## src/design/lwb_pkg.sv

```systemverilog
// shared types and constants for the wave-and-breath pixel pattern
package lwb_pkg;

  // field widths
  localparam int unsigned TIME_W    = 32;
  localparam int unsigned PIX_IDX_W = 6;
  localparam int unsigned CH_W      = 8;
  localparam int unsigned GRB_W     = 3 * CH_W;
  localparam int unsigned ANG_W     = 32;
  localparam int unsigned SINE_W    = 16;
  localparam int unsigned WAVE_W    = 16;
  localparam int unsigned BRIGHT_W  = 17;

  // configuration register indexes
  typedef enum logic [1:0] {
    REG_BASE_RED   = 2'd0,
    REG_BASE_GREEN = 2'd1,
    REG_BASE_BLUE  = 2'd2,
    REG_UNUSED     = 2'd3
  } cfg_reg_e;

  // base colour after reset
  localparam logic [CH_W-1:0] RST_RED   = 8'd255;
  localparam logic [CH_W-1:0] RST_GREEN = 8'd105;
  localparam logic [CH_W-1:0] RST_BLUE  = 8'd180;

  // phase rates in turns per ms, scaled by 2^48, split into 20-bit low and 19-bit high parts for the time products
  localparam logic [38:0] KW48    = 39'd358385071200;
  localparam logic [38:0] KB48    = 39'd134394401700;
  localparam logic [19:0] KW_LO   = KW48[19:0];
  localparam logic [18:0] KW_HI   = KW48[38:20];
  localparam logic [19:0] KB_LO   = KB48[19:0];
  localparam logic [18:0] KB_HI   = KB48[38:20];
  // per-pixel phase step in turns scaled by 2^32
  localparam logic [29:0] PIX_STEP = 30'd546852220;

  // wave = 0.65 + 0.3 s, breath = 0.8 + 0.2 s, offsets in Q0.16 times 2^15
  localparam logic signed [31:0] WAVE_OFS   = 32'sd1395851264;
  localparam logic signed [31:0] WAVE_GAIN  = 32'sd19661;
  localparam logic signed [31:0] BRTH_OFS   = 32'sd1717993472;
  localparam logic signed [31:0] BRTH_GAIN  = 32'sd13107;
  localparam logic [BRIGHT_W-1:0] BRIGHT_MAX = 17'd65536;

  // sideband that travels with each pixel word
  typedef struct packed {
    logic                 vld;
    logic                 on;
    logic                 last;
    logic [PIX_IDX_W-1:0] idx;
  } lwb_tag_t;

endpackage

```

## src/design/lwb_phase.sv

```systemverilog
// phase stages: time products, exact 48-bit reduction and per-pixel wave angle
module lwb_phase import lwb_pkg::*; (
  input  logic             clk_i,
  input  logic             rst_ni,
  input  lwb_tag_t         tag_i,
  input  logic [TIME_W-1:0] time_i,
  output lwb_tag_t         tag_o,
  output logic [ANG_W-1:0] wave_ang_o,
  output logic [ANG_W-1:0] breath_ang_o
);

  lwb_tag_t    tag1_q, tag2_q, tag3_q;
  logic [51:0] wlo_d, wlo_q, blo_d, blo_q;
  logic [50:0] whi_full, bhi_full;
  logic [27:0] whi_q, bhi_q;
  logic [35:0] pix_full;
  logic [31:0] pix1_q, pix2_q;
  logic [47:0] wsum, bsum;
  logic [31:0] wbase_q, bang2_q, wang_q, bang3_q;

  // stage 1: partial products of time by the two rates, pixel offset
  always_comb begin
    wlo_d    = 52'(time_i) * 52'(KW_LO);
    blo_d    = 52'(time_i) * 52'(KB_LO);
    whi_full = 51'(time_i) * 51'(KW_HI);
    bhi_full = 51'(time_i) * 51'(KB_HI);
    pix_full = 36'(tag_i.idx) * 36'(PIX_STEP);
  end

  // stage 2: sum modulo 2^48, angle is the top 32 bits
  always_comb begin
    wsum = wlo_q[47:0] + {whi_q, 20'b0};
    bsum = blo_q[47:0] + {bhi_q, 20'b0};
  end

  // control side of the stages
  always_ff @(posedge clk_i or negedge rst_ni) begin
    if (!rst_ni) begin
      tag1_q <= '0;
      tag2_q <= '0;
      tag3_q <= '0;
    end else begin
      tag1_q <= tag_i;
      tag2_q <= tag1_q;
      tag3_q <= tag2_q;
    end
  end

  // data side of the stages
  always_ff @(posedge clk_i) begin
    wlo_q   <= wlo_d;
    blo_q   <= blo_d;
    whi_q   <= whi_full[27:0];
    bhi_q   <= bhi_full[27:0];
    pix1_q  <= pix_full[31:0];
    wbase_q <= wsum[47:16];
    bang2_q <= bsum[47:16];
    pix2_q  <= pix1_q;
    wang_q  <= wbase_q + pix2_q;
    bang3_q <= bang2_q;
  end

  assign tag_o        = tag3_q;
  assign wave_ang_o   = wang_q;
  assign breath_ang_o = bang3_q;

endmodule

```

## config.mk

```make
export PLATFORM = sky130hd
export DESIGN_NAME = lwb_phase
export DESIGN_NICKNAME = d
export VERILOG_FILES = /design/src/design/lwb_pkg.sv /design/src/design/lwb_phase.sv
export SDC_FILE = /design/constraint.sdc
export NUM_CORES = 2
export LEC_CHECK = 0
export BUFFER_PORTS_ARGS = -buffer_cell sky130_fd_sc_hd__buf_2
export CAP_MARGIN = 15
export CORE_ASPECT_RATIO = 1.75
export CORE_MARGIN = 4
export CORE_UTILIZATION = 45
export CTS_CLUSTER_SIZE = 12
export DETAILED_ROUTE_END_ITERATION = 7
export MAX_ROUTING_LAYER = met4
export PLACE_DENSITY_LB_ADDON = 0.2
export SYNTH_ARGS = -nofsm -noshare
export SYNTH_HDL_FRONTEND = slang
export SYNTH_SLANG_ARGS = --single-unit
```

## constraint.sdc

```tcl
create_clock -name clk_i -period 2.5 [get_ports clk_i]
set_input_delay 0.375 -clock clk_i [delete_from_list [all_inputs] [get_ports clk_i]]
set_output_delay 0.375 -clock clk_i [all_outputs]
set_load 0.05 [all_outputs]
```

==> impl_metrics.json <==
{
  "report.final.hold_viol_count": 0,
  "drtPass1Iterations": 4,
  "worstSetupStartpointType": "input port",
  "tritoncts_clock_tree": "done",
  "root_buffer": "clkbuf_16",
  "grt_pass1_wl_um": 169000,
  "synthDistinctLibCells": 80,
  "grt_max_degree": 28,
  "core_um2": 76600,
  "critical_path.startpoint": "time_i[6]",
  "synth_flop_cell": "dfxtp_1",
  "timing.critical_path.to": "blo_q[39]",
  "grt_antenna_before_repair": 0,
  "drc": 0,
  "die_height_um": 376,
  "finish.net_count": 5541,
  "global_route.usage.total_pct": 28.2,
  "chipWidth_um": 218,
  "synth_edf_count": 0,
  "yosysSeqAreaShare_pct": 19.3,
  "setup.worst_path.end_class": "register",
  "worst_min_delay_path_class": "in -> reg",
  "place_hpwl_um": 96600,
  "synthArstFlopShare_pct": 8.18,
  "master_of_the_slowest_instance_on_the_critical_path": "fa_1",
  "synth.most_common_cell": "inv_1",
  "fin_crit_ns": 5.36,
  "worstHoldStart": "tag_i[1]",
  "syn_area_um2": 34900,
  "vias_per_cell": 4.98,
  "setup_viol": 154,
  "slew_hr_pct": 62.8,
  "critical_path_class": "in -> reg",
  "post_synthesis_sequential_element_count": 330,
  "worst_path_dominant_cell_family": "adder cells",
  "clk_pin_slew_worst_paths_ns": 0.06,
  "critical_path_peak_fanout": 4,
  "clock_latency_ns": 0.59,
  "final_layout_size_suffix_gt1_share_pct": 35.5,
  "start_util_pct": 45.5,
  "routed_wirelength_um": 111000,
  "worstPathArrival_ns": 5.87,
  "synth_compound_area_share_pct": 8.84,
  "syn-num-nets": 4504,
  "unrepaired_setup_endpoints_after_global_routing": "true",
  "simple_gate_fraction_of_synth_area_pct": 5.27,
  "final-max-slew-violation-count": 0,
  "numPortBuffers": 115,
  "yosysTopAreaCellShare_pct": 31.9,
  "crit-reg2reg-launch": "bhi_q[3]",
  "violations": "setup timing",
  "synth.area.top_cells": "fa_1 32%, ha_1 20%, dfxtp_1 17%",
  "std_cell_rows": 134,
  "final.period_utilization_pct": 215,
  "synthesis.area_per_instance_um2": 10.4,
  "yosys.area_share.xor_xnor_pct": 5.38,
  "cts-buffers-inserted": 38,
  "fillerInstances": 6287,
  "slowest_stage_delay_on_critical_path_ns": 0.51,
  "reg2reg_setup_slack_ns": -0.53,
  "antennaDiodeCount": 0,
  "worst_r2r_endpoint": "wbase_q[25]",
  "worstSetupPathDepth": 25,
  "gp_routability_congestion": 1.02,
  "first_global_vias": 30800,
  "final_util_pct": 63.4,
  "drt-initial-drc-count": 974,
  "worst-r2r-cell-count": 14,
  "yosysWarningCount": 0,
  "yosysTopAreaCell": "fa_1",
  "outcome": "finished with violations",
  "clock_sinks": 330,
  "finClkSkew_ns": 0.0319,
  "dominant_combinational_cell_family_by_area_after_synthesis": "adder cells",
  "max_slew.worst_pin.slew_ns": 0.558,
  "maximum_frequency_from_static_timing_analysis_ghz": 0.186,
  "cp_num_buf_inv": 9,
  "cts_max_path_buffers": 3,
  "detail_route.wl_per_cell_um": 20.4,
  "num_vias": 26900,
  "io-pin-count": 116,
  "synth.mux.area_fraction_pct": 0,
  "cpMostUsedCell": "fa_1",
  "synth.top_cells.by_count": "816 x inv_1, 570 x ha_1, 555 x fa_1",
  "grt-ovfl-total": 0,
  "area.growth.synth_to_final_pct": 39.4,
  "synth_adder_area_share_pct": 52.3,
  "die-area_um2": 82100,
  "cts_htree_levels": 2,
  "maxcap_violations": 0,
  "worst-endpoint-required_ns": 3.01,
  "postSynthCellCount": 3336,
  "final_antenna_net_count": 0,
  "final.setup.worst_slack_ns": -2.86
}
## registers in the layout (all words and copies together) (netlist names), 25 cells and up
| signal | cells |
|---|---|
| wlo_q | 32 |
| pix1_q | 30 |
| whi_q | 26 |
| breath_ang_o | 32 |
| bang2_q | 32 |
| wbase_q | 32 |
| pix2_q | 30 |
| wave_ang_o | 32 |
| blo_q | 32 |
| bhi_q | 25 |
## worst min path at each step
stage	to	slack (ns)	cells past startpoint
after floorplan	tag1_q[0]	0.08	0
after detailed placement	breath_ang_o[15]	0.31	0
final	tag1_q[1]	0.07	2
after global routing	tag1_q[2]	0.06	2
after global placement	pix2_q[21]	0.31	0
after CTS	tag1_q[1]	0.05	2
## metal layers
metal | part of all wire (%) | routed length [um] | vias up | track usage (%)
met5 | 0 | 0 | - | -
met4 | 9.2 | 10200 | 0 | 19.2
met3 | 2.6 | 2840 | 398 | 2.91
met2 | 56 | 62000 | 556 | 54.4
met1 | 32 | 35500 | 13300 | 25.4
li1 | - | - | 12700 | -
## cell usage in the layout, fill, tap and decap left out, types with 21 or more instances in the layout
cell type	instances
a21oi_1	90
o21ai_0	46
a21oi_2	51
nor3_1	34
fa_2	43
inv_2	56
dfrtp_1	27
o21a_1	21
o21ai_2	23
nand2_1	79
nand3_1	29
buf_6	63
ha_1	414
buf_4	798
ha_4	143
xor2_1	53
dfxtp_1	302
buf_2	96
nor2_1	89
fa_1	512
clkbuf_16	39
inv_1	745
xnor2_1	135
a21o_1	62
## cell type report
type / count / area [um^2] / share of cell area, %
Clock buffer: 50 / 1050 / 2.16
Clock inverter: 12 / 204 / 0.420
Inverter: 816 / 3120 / 6.42
Multi-Input combinational cell: 2186 / 28300 / 58.3
Sequential cell: 330 / 6750 / 13.9
Tap cell: 1020 / 1280 / 2.63
Timing Repair Buffer: 1001 / 7890 / 16.2
## metrics by stage
stage	setup TNS, ns	cell area (um^2)	std cells	hold WS (ns)	setup WS, ns
final	-244.43	48600	5415	0.0674	-2.86
after global routing	-264.88	48600	5415	0.0563	-3.05
after CTS	-238.96	46900	5358	0.0479	-2.80
after detailed placement	-337.21	44600	5260	0.312	-3.58
after global placement	-332.53	44600	5260	0.311	-3.50
after floorplan	-225.44	36700	3336	0.0794	-3.10
## timing repair
action,CTS,global route
gates resized for setup,192,259
hold buffers,4,0
pin swaps,100,151
endpoints found under the setup margin,159,163
buffers inserted,36,70
hold endpoints to repair,30,0
## logic make-up (layout without fill, tap and decap cells)
group | count (synthesis) | in the layout
DFF | 330 | 330
adders and majority gates | 1125 | 1125
and+or+nand+nor | 381 | 381
AOI/OAI and AO/OA | 466 | 466
xor gates and xnor gates | 214 | 214
buffers and inverters | 820 | 1879
Power is left out: the tool's default activity adds up to more than one toggle a clock period on the data nets, which glitch-free logic cannot reach.
