`src/design/lwb_pkg.sv`:
```
// shared types and constants for the wave-and-breath pixel pattern
package lwb_pkg;

  // field widths
  localparam int unsigned TIME_W    = 32;
  localparam int unsigned PIX_IDX_W = 6;
  localparam int unsigned CH_W      = 8;
  localparam int unsigned GRB_W     = 3 * CH_W;
  localparam int unsigned ANG_W     = 32;
  localparam int unsigned SINE_W    = 16;
  localparam int unsigned WAVE_W    = 16;
  localparam int unsigned BRIGHT_W  = 17;

  // configuration register indexes
  typedef enum logic [1:0] {
    REG_BASE_RED   = 2'd0,
    REG_BASE_GREEN = 2'd1,
    REG_BASE_BLUE  = 2'd2,
    REG_UNUSED     = 2'd3
  } cfg_reg_e;

  // base colour after reset
  localparam logic [CH_W-1:0] RST_RED   = 8'd255;
  localparam logic [CH_W-1:0] RST_GREEN = 8'd105;
  localparam logic [CH_W-1:0] RST_BLUE  = 8'd180;

  // phase rates in turns per ms, scaled by 2^48, split into 20-bit low and 19-bit high parts for the time products
  localparam logic [38:0] KW48    = 39'd358385071200;
  localparam logic [38:0] KB48    = 39'd134394401700;
  localparam logic [19:0] KW_LO   = KW48[19:0];
  localparam logic [18:0] KW_HI   = KW48[38:20];
  localparam logic [19:0] KB_LO   = KB48[19:0];
  localparam logic [18:0] KB_HI   = KB48[38:20];
  // per-pixel phase step in turns scaled by 2^32
  localparam logic [29:0] PIX_STEP = 30'd546852220;

  // wave = 0.65 + 0.3 s, breath = 0.8 + 0.2 s, offsets in Q0.16 times 2^15
  localparam logic signed [31:0] WAVE_OFS   = 32'sd1395851264;
  localparam logic signed [31:0] WAVE_GAIN  = 32'sd19661;
  localparam logic signed [31:0] BRTH_OFS   = 32'sd1717993472;
  localparam logic signed [31:0] BRTH_GAIN  = 32'sd13107;
  localparam logic [BRIGHT_W-1:0] BRIGHT_MAX = 17'd65536;

  // sideband that travels with each pixel word
  typedef struct packed {
    logic                 vld;
    logic                 on;
    logic                 last;
    logic [PIX_IDX_W-1:0] idx;
  } lwb_tag_t;

endpackage

```
`src/design/lwb_shade.sv`:
```
// shading stages: wave and breath levels, brightness, colour scaling
module lwb_shade import lwb_pkg::*; (
  input  logic                     clk_i,
  input  logic                     rst_ni,
  input  lwb_tag_t                 tag_i,
  input  logic signed [SINE_W-1:0] wave_sin_i,
  input  logic signed [SINE_W-1:0] breath_sin_i,
  input  logic [CH_W-1:0]          base_red_i,
  input  logic [CH_W-1:0]          base_green_i,
  input  logic [CH_W-1:0]          base_blue_i,
  output logic                     pixel_valid_o,
  output logic [GRB_W-1:0]         pixel_grb_o,
  output logic [PIX_IDX_W-1:0]     pixel_index_o,
  output logic                     last_pixel_o
);

  lwb_tag_t             tag6_q, tag7_q, tag8_q;
  logic signed [31:0]   wsum, bsum;
  logic [WAVE_W-1:0]    wave_q;
  logic [BRIGHT_W-1:0]  breath_q, bright_d, bright_q;
  logic [32:0]          bprod;
  logic [24:0]          rprod, gprod, blprod;
  logic [GRB_W-1:0]     grb_d, grb_q;

  // stage 6: wave level in Q0.16, breath level in Q1.16, both sums stay positive
  always_comb begin
    wsum = WAVE_OFS + WAVE_GAIN * 32'(wave_sin_i);
    bsum = BRTH_OFS + BRTH_GAIN * 32'(breath_sin_i);
  end

  // stage 7: brightness product with clamp to one
  always_comb begin
    bprod    = 33'(wave_q) * 33'(breath_q);
    bright_d = (bprod[32:16] > BRIGHT_MAX) ? BRIGHT_MAX : bprod[32:16];
  end

  // stage 8: per-channel scaling, truncating, dark when off
  always_comb begin
    rprod  = 25'(base_red_i) * 25'(bright_q);
    gprod  = 25'(base_green_i) * 25'(bright_q);
    blprod = 25'(base_blue_i) * 25'(bright_q);
    grb_d  = tag7_q.on ? {gprod[23:16], rprod[23:16], blprod[23:16]} : '0;
  end

  always_ff @(posedge clk_i or negedge rst_ni) begin
    if (!rst_ni) begin
      tag6_q <= '0;
      tag7_q <= '0;
      tag8_q <= '0;
    end else begin
      tag6_q <= tag_i;
      tag7_q <= tag6_q;
      tag8_q <= tag7_q;
    end
  end

  always_ff @(posedge clk_i) begin
    wave_q   <= wsum[30:15];
    breath_q <= bsum[31:15];
    bright_q <= bright_d;
    grb_q    <= grb_d;
  end

  assign pixel_valid_o = tag8_q.vld;
  assign pixel_grb_o   = grb_q;
  assign pixel_index_o = tag8_q.idx;
  assign last_pixel_o  = tag8_q.last;

endmodule

```
`config.mk`:
```
export PLATFORM = sky130hd
export DESIGN_NAME = lwb_shade
export DESIGN_NICKNAME = d
export VERILOG_FILES = /design/src/design/lwb_pkg.sv /design/src/design/lwb_shade.sv
export SDC_FILE = /design/constraint.sdc
export NUM_CORES = 2
export LEC_CHECK = 0
export ABC_AREA = 0
export BUFFER_PORTS_ARGS = -buffer_cell sky130_fd_sc_hd__buf_2
export CORE_UTILIZATION = 50
export CTS_BUF_LIST = sky130_fd_sc_hd__clkbuf_2
export CTS_CLUSTER_SIZE = 28
export DETAILED_ROUTE_END_ITERATION = 16
export PLACE_DENSITY = 0.64
export SKIP_LAST_GASP = 1
export SLEW_MARGIN = 20
export SYNTH_ARGS = -nofsm -noshare
export SYNTH_HDL_FRONTEND = slang
export SYNTH_SLANG_ARGS = --single-unit
```
`constraint.sdc`:
```
create_clock -name clk_i -period 7.9 [get_ports clk_i]
set_clock_uncertainty 0.2 [all_clocks]
set_input_delay 0 -clock clk_i [delete_from_list [all_inputs] [get_ports clk_i]]
set_output_delay 0 -clock clk_i [all_outputs]
set_load 0.05 [all_outputs]
```
==> metrics.txt <==
# rows 90; Area Growth Syn to Fin 5.44%; WP buf/inv 5; Synth Area in XOR/XNOR between 2 and 3%; # fillers approximately 5500; synthesized instance count 3291; WP data required ~8.4 ns; Post-synth top flop dfxtp_1; vias in the first global route 24000; Initial DRC Count a little over 1000; Max stage delay cell, worst path dfxtp_1; CTS Buf Count 9; crit share post-route between 90% and 100%; CP most frequent cell fa_1; Relative slew margins about a quarter; Yosys warning total 0; FMAX around 140 MHz; simple-gate share of the synthesized area between 10 and 15%; Seq/Total Area, Yosys under 10%; hpwl dp around 57000 um; Tmin final roughly 7.3 ns; vias after detailed routing about 22000; worst setup path category reg -> reg; first-pass GRT wire length roughly 120000 um; synthesized area 30500 um2; Final Util 53.4%; Slew Viols, Final 0; max incr delay on CP about 0.90 ns; setup TNS 0 ns; maxcap violations 0; Worst Hold Slack around 0.12 ns; worst-path cell chain nand2_1 > fa_1 > inv_1 > fa_1 > inv_1 > fa_1 > inv_1 > fa_1 > fa_1 > inv_1 > fa_1 > inv_1 > ha_1 > and4_1 > nor2b_1 > or4b_4 > a31oi_1 > xnor2_1 > o2111ai_1 > nor4_1 > nand4_1 > a211oi_2; DR pass1 iterations 5; CTS root buf clkbuf_2; total track usage between 20% and 30%; crit path launch wave_q[9]; Max FO, Critical Path 17; WL per Instance around 17 um; Synth Area in Adders around three fifths; final hold violations 0; largest net degree at the start of global routing 31; Post-synth EDFFs 0; # DRC 0; Critical Path Start Type flip-flop; Reg-to-Reg Start wave_q[9]; post-route ant nets 0; TritonCTS clock tree done; RSZ-0062 raised after global routing false; clk sink count 100; # port buffers 98; post-CTS setup buffer count 0; Final Wtd Congestion about 0.89; Yosys reg bits 100; nets@finish around 4500; status finished clean; Via density ~5.2; fin area between 30000 and 40000 um2; Hold Crit Class in -> reg; main combinational cell family by area after synthesis adder cells; share of cells above drive strength 1 between 4 and 5%; maximum buffer depth of the clock tree 2; net count after synthesis 4458; Cell Area, Placed roughly 32000 um2; area fraction in compound gates after synthesis around 5.2%; CTS H-tree depth 3; CP endpoint kind flip-flop; Setup Viol. Count Final 0; WL final approximately 69000 um; post-synthesis average cell area approximately 9.3 um2; crit-path leading delay family adder cells; I/O pins a little under 100; gr ovfl total 0; WP data arrival 7.78 ns; die width ~250 um; initial antenna violation count 3; die area about 62000 um2; worst slew pin tran between 1 and 1.5 ns; DIE HEIGHT 249 um; min-delay src wave_sin_i[12]; Yosys cell types 60; mux contribution to synthesized area 0%; Initial Utilization about half; Async S/R FF share, synth a little over a quarter; clk_lat worst skew ~0.86 ns; Clk pin slew, worst setup/hold paths about 0.46 ns; Core ar. between 60000 and 70000 um2
state kept, by name (all words and copies together), names as in the netlist:
signal         flops
pixel_grb_o       24
pixel_index_o      6
pixel_valid_o      1
tag6_q             9
tag7_q             9
wave_q            16
bright_q          17
breath_q          17
last_pixel_o       1
cell type report:
type                    count  area [um2]  share of cell area, %
repair buffers            148         956                   2.97
inverters                 735        2760                   8.57
well taps                 782         978                   3.04
diodes                      2        5.00                 0.0155
clock buffers               9        45.0                  0.140
multi-input cells        2348       25200                   78.4
clock inverters             7        86.3                  0.268
flip-flops and latches    100        2130                   6.62
kinds of logic after synthesis:
group / Yosys count
buffers and inverters: 843
adder cells (fa/ha/maj): 1100
flip-flops: 100
XOR/XNOR: 88
AND/OR/NAND/NOR: 918
AO/OA/AOI/OAI: 242
synthesized netlist by cell type, types with 2 or more instances:
library cell	n	area, um2
or2_2	10	62.6
and4b_1	3	30.0
nor3_1	36	180
a221o_1	2	20.0
and2_1	312	1950
fa_1	617	12400
o2111ai_1	3	26.3
o211ai_1	9	67.6
xor2_1	24	210
xnor2_1	64	561
a211o_1	4	35.0
and3_1	8	50.1
nor2_1	78	293
nor3b_1	3	22.5
a21oi_1	78	390
a31o_2	4	35.0
nand3_1	23	115
o21a_1	20	150
nand4_1	16	100
dfxtp_1	74	1480
o22ai_1	2	12.5
a21o_1	33	248
a31oi_1	11	68.8
dfrtp_1	26	651
o21bai_1	5	37.5
buf_2	2	10.0
inv_1	734	2760
o211a_1	4	40.0
nand2_1	409	1540
a21boi_0	3	22.5
o41ai_1	3	26.3
o31ai_1	4	30.0
ha_1	483	6040
a41o_1	4	40.0
clkbuf_1	106	398
a2111oi_0	2	17.5
o21ai_0	33	165
nor2b_1	9	56.3
a211oi_1	6	45.0
or3_1	4	25.0
metal layers:
metal	GRT usage (%)	vias to the layer above	wire, um
met5	0	-	17
met4	5.59	2	1270
met3	2.47	93	3080
met2	39.7	493	32900
met1	32.1	10800	31400
li1	-	10100	-
worst register-to-register path, cell delays in order, from the launching register on:
cell and delay, ns:
dfxtp_1 0.90, nand2_1 0.17, fa_1 0.52, inv_1 0.05, fa_1 0.49, inv_1 0.06, fa_1 0.52, inv_1 0.05
fa_1 0.44, fa_1 0.49, inv_1 0.05, fa_1 0.47, inv_1 0.04, ha_1 0.35, and4_1 0.26, nor2b_1 0.18
or4b_4 0.53, a31oi_1 0.24, xnor2_1 0.17, o2111ai_1 0.15, nor4_1 0.32, nand4_1 0.23, a211oi_2 0.26
path summary, 6_finish.rpt:
check                                         to  slack, ns  cells past startpoint
worst min-delay path                  wave_q[11]       0.12                      8
worst max register to register       bright_q[2]       0.62                     22
max in group asynchronous              tag7_q[4]       7.00                      4
worst max-delay path                 bright_q[2]       0.62                     22
min in group asynchronous          pixel_valid_o       0.15                      4
worst min register to register  pixel_index_o[0]       0.18                      0
repair_timing:
action                    4_1_cts  5_1_grt
resized for setup               0        0
hold buffers                   37        1
hold endpoints to repair       53       26
layout by cell type, fill, tap and decap left out, types with 10 or more instances in the layout:
master,instances
dfrtp_1,26
xor2_1,24
nand3_1,23
or2_2,10
buf_4,12
nand2_1,409
ha_1,483
inv_1,734
o21a_1,20
a31oi_1,11
nor3_1,36
and2_1,312
a21o_1,33
dfxtp_1,74
fa_1,617
dlygate4sd3_1,37
o21ai_0,33
xnor2_1,64
buf_2,99
a21oi_1,78
nor2_1,78
nand4_1,16
metrics by stage:
step / std cells / worst slack, ns
2_1_floorplan: 3291 / 1.27
3_3_place_gp: 4075 / 0.990
4_1_cts: 4128 / 0.680
3_5_place_dp: 4075 / 0.781
6_report: 4131 / 0.620
5_1_grt: 4131 / 0.354
Power is left out: the tool's default activity adds up to more than one toggle a clock period on the data nets, which glitch-free logic cannot reach.
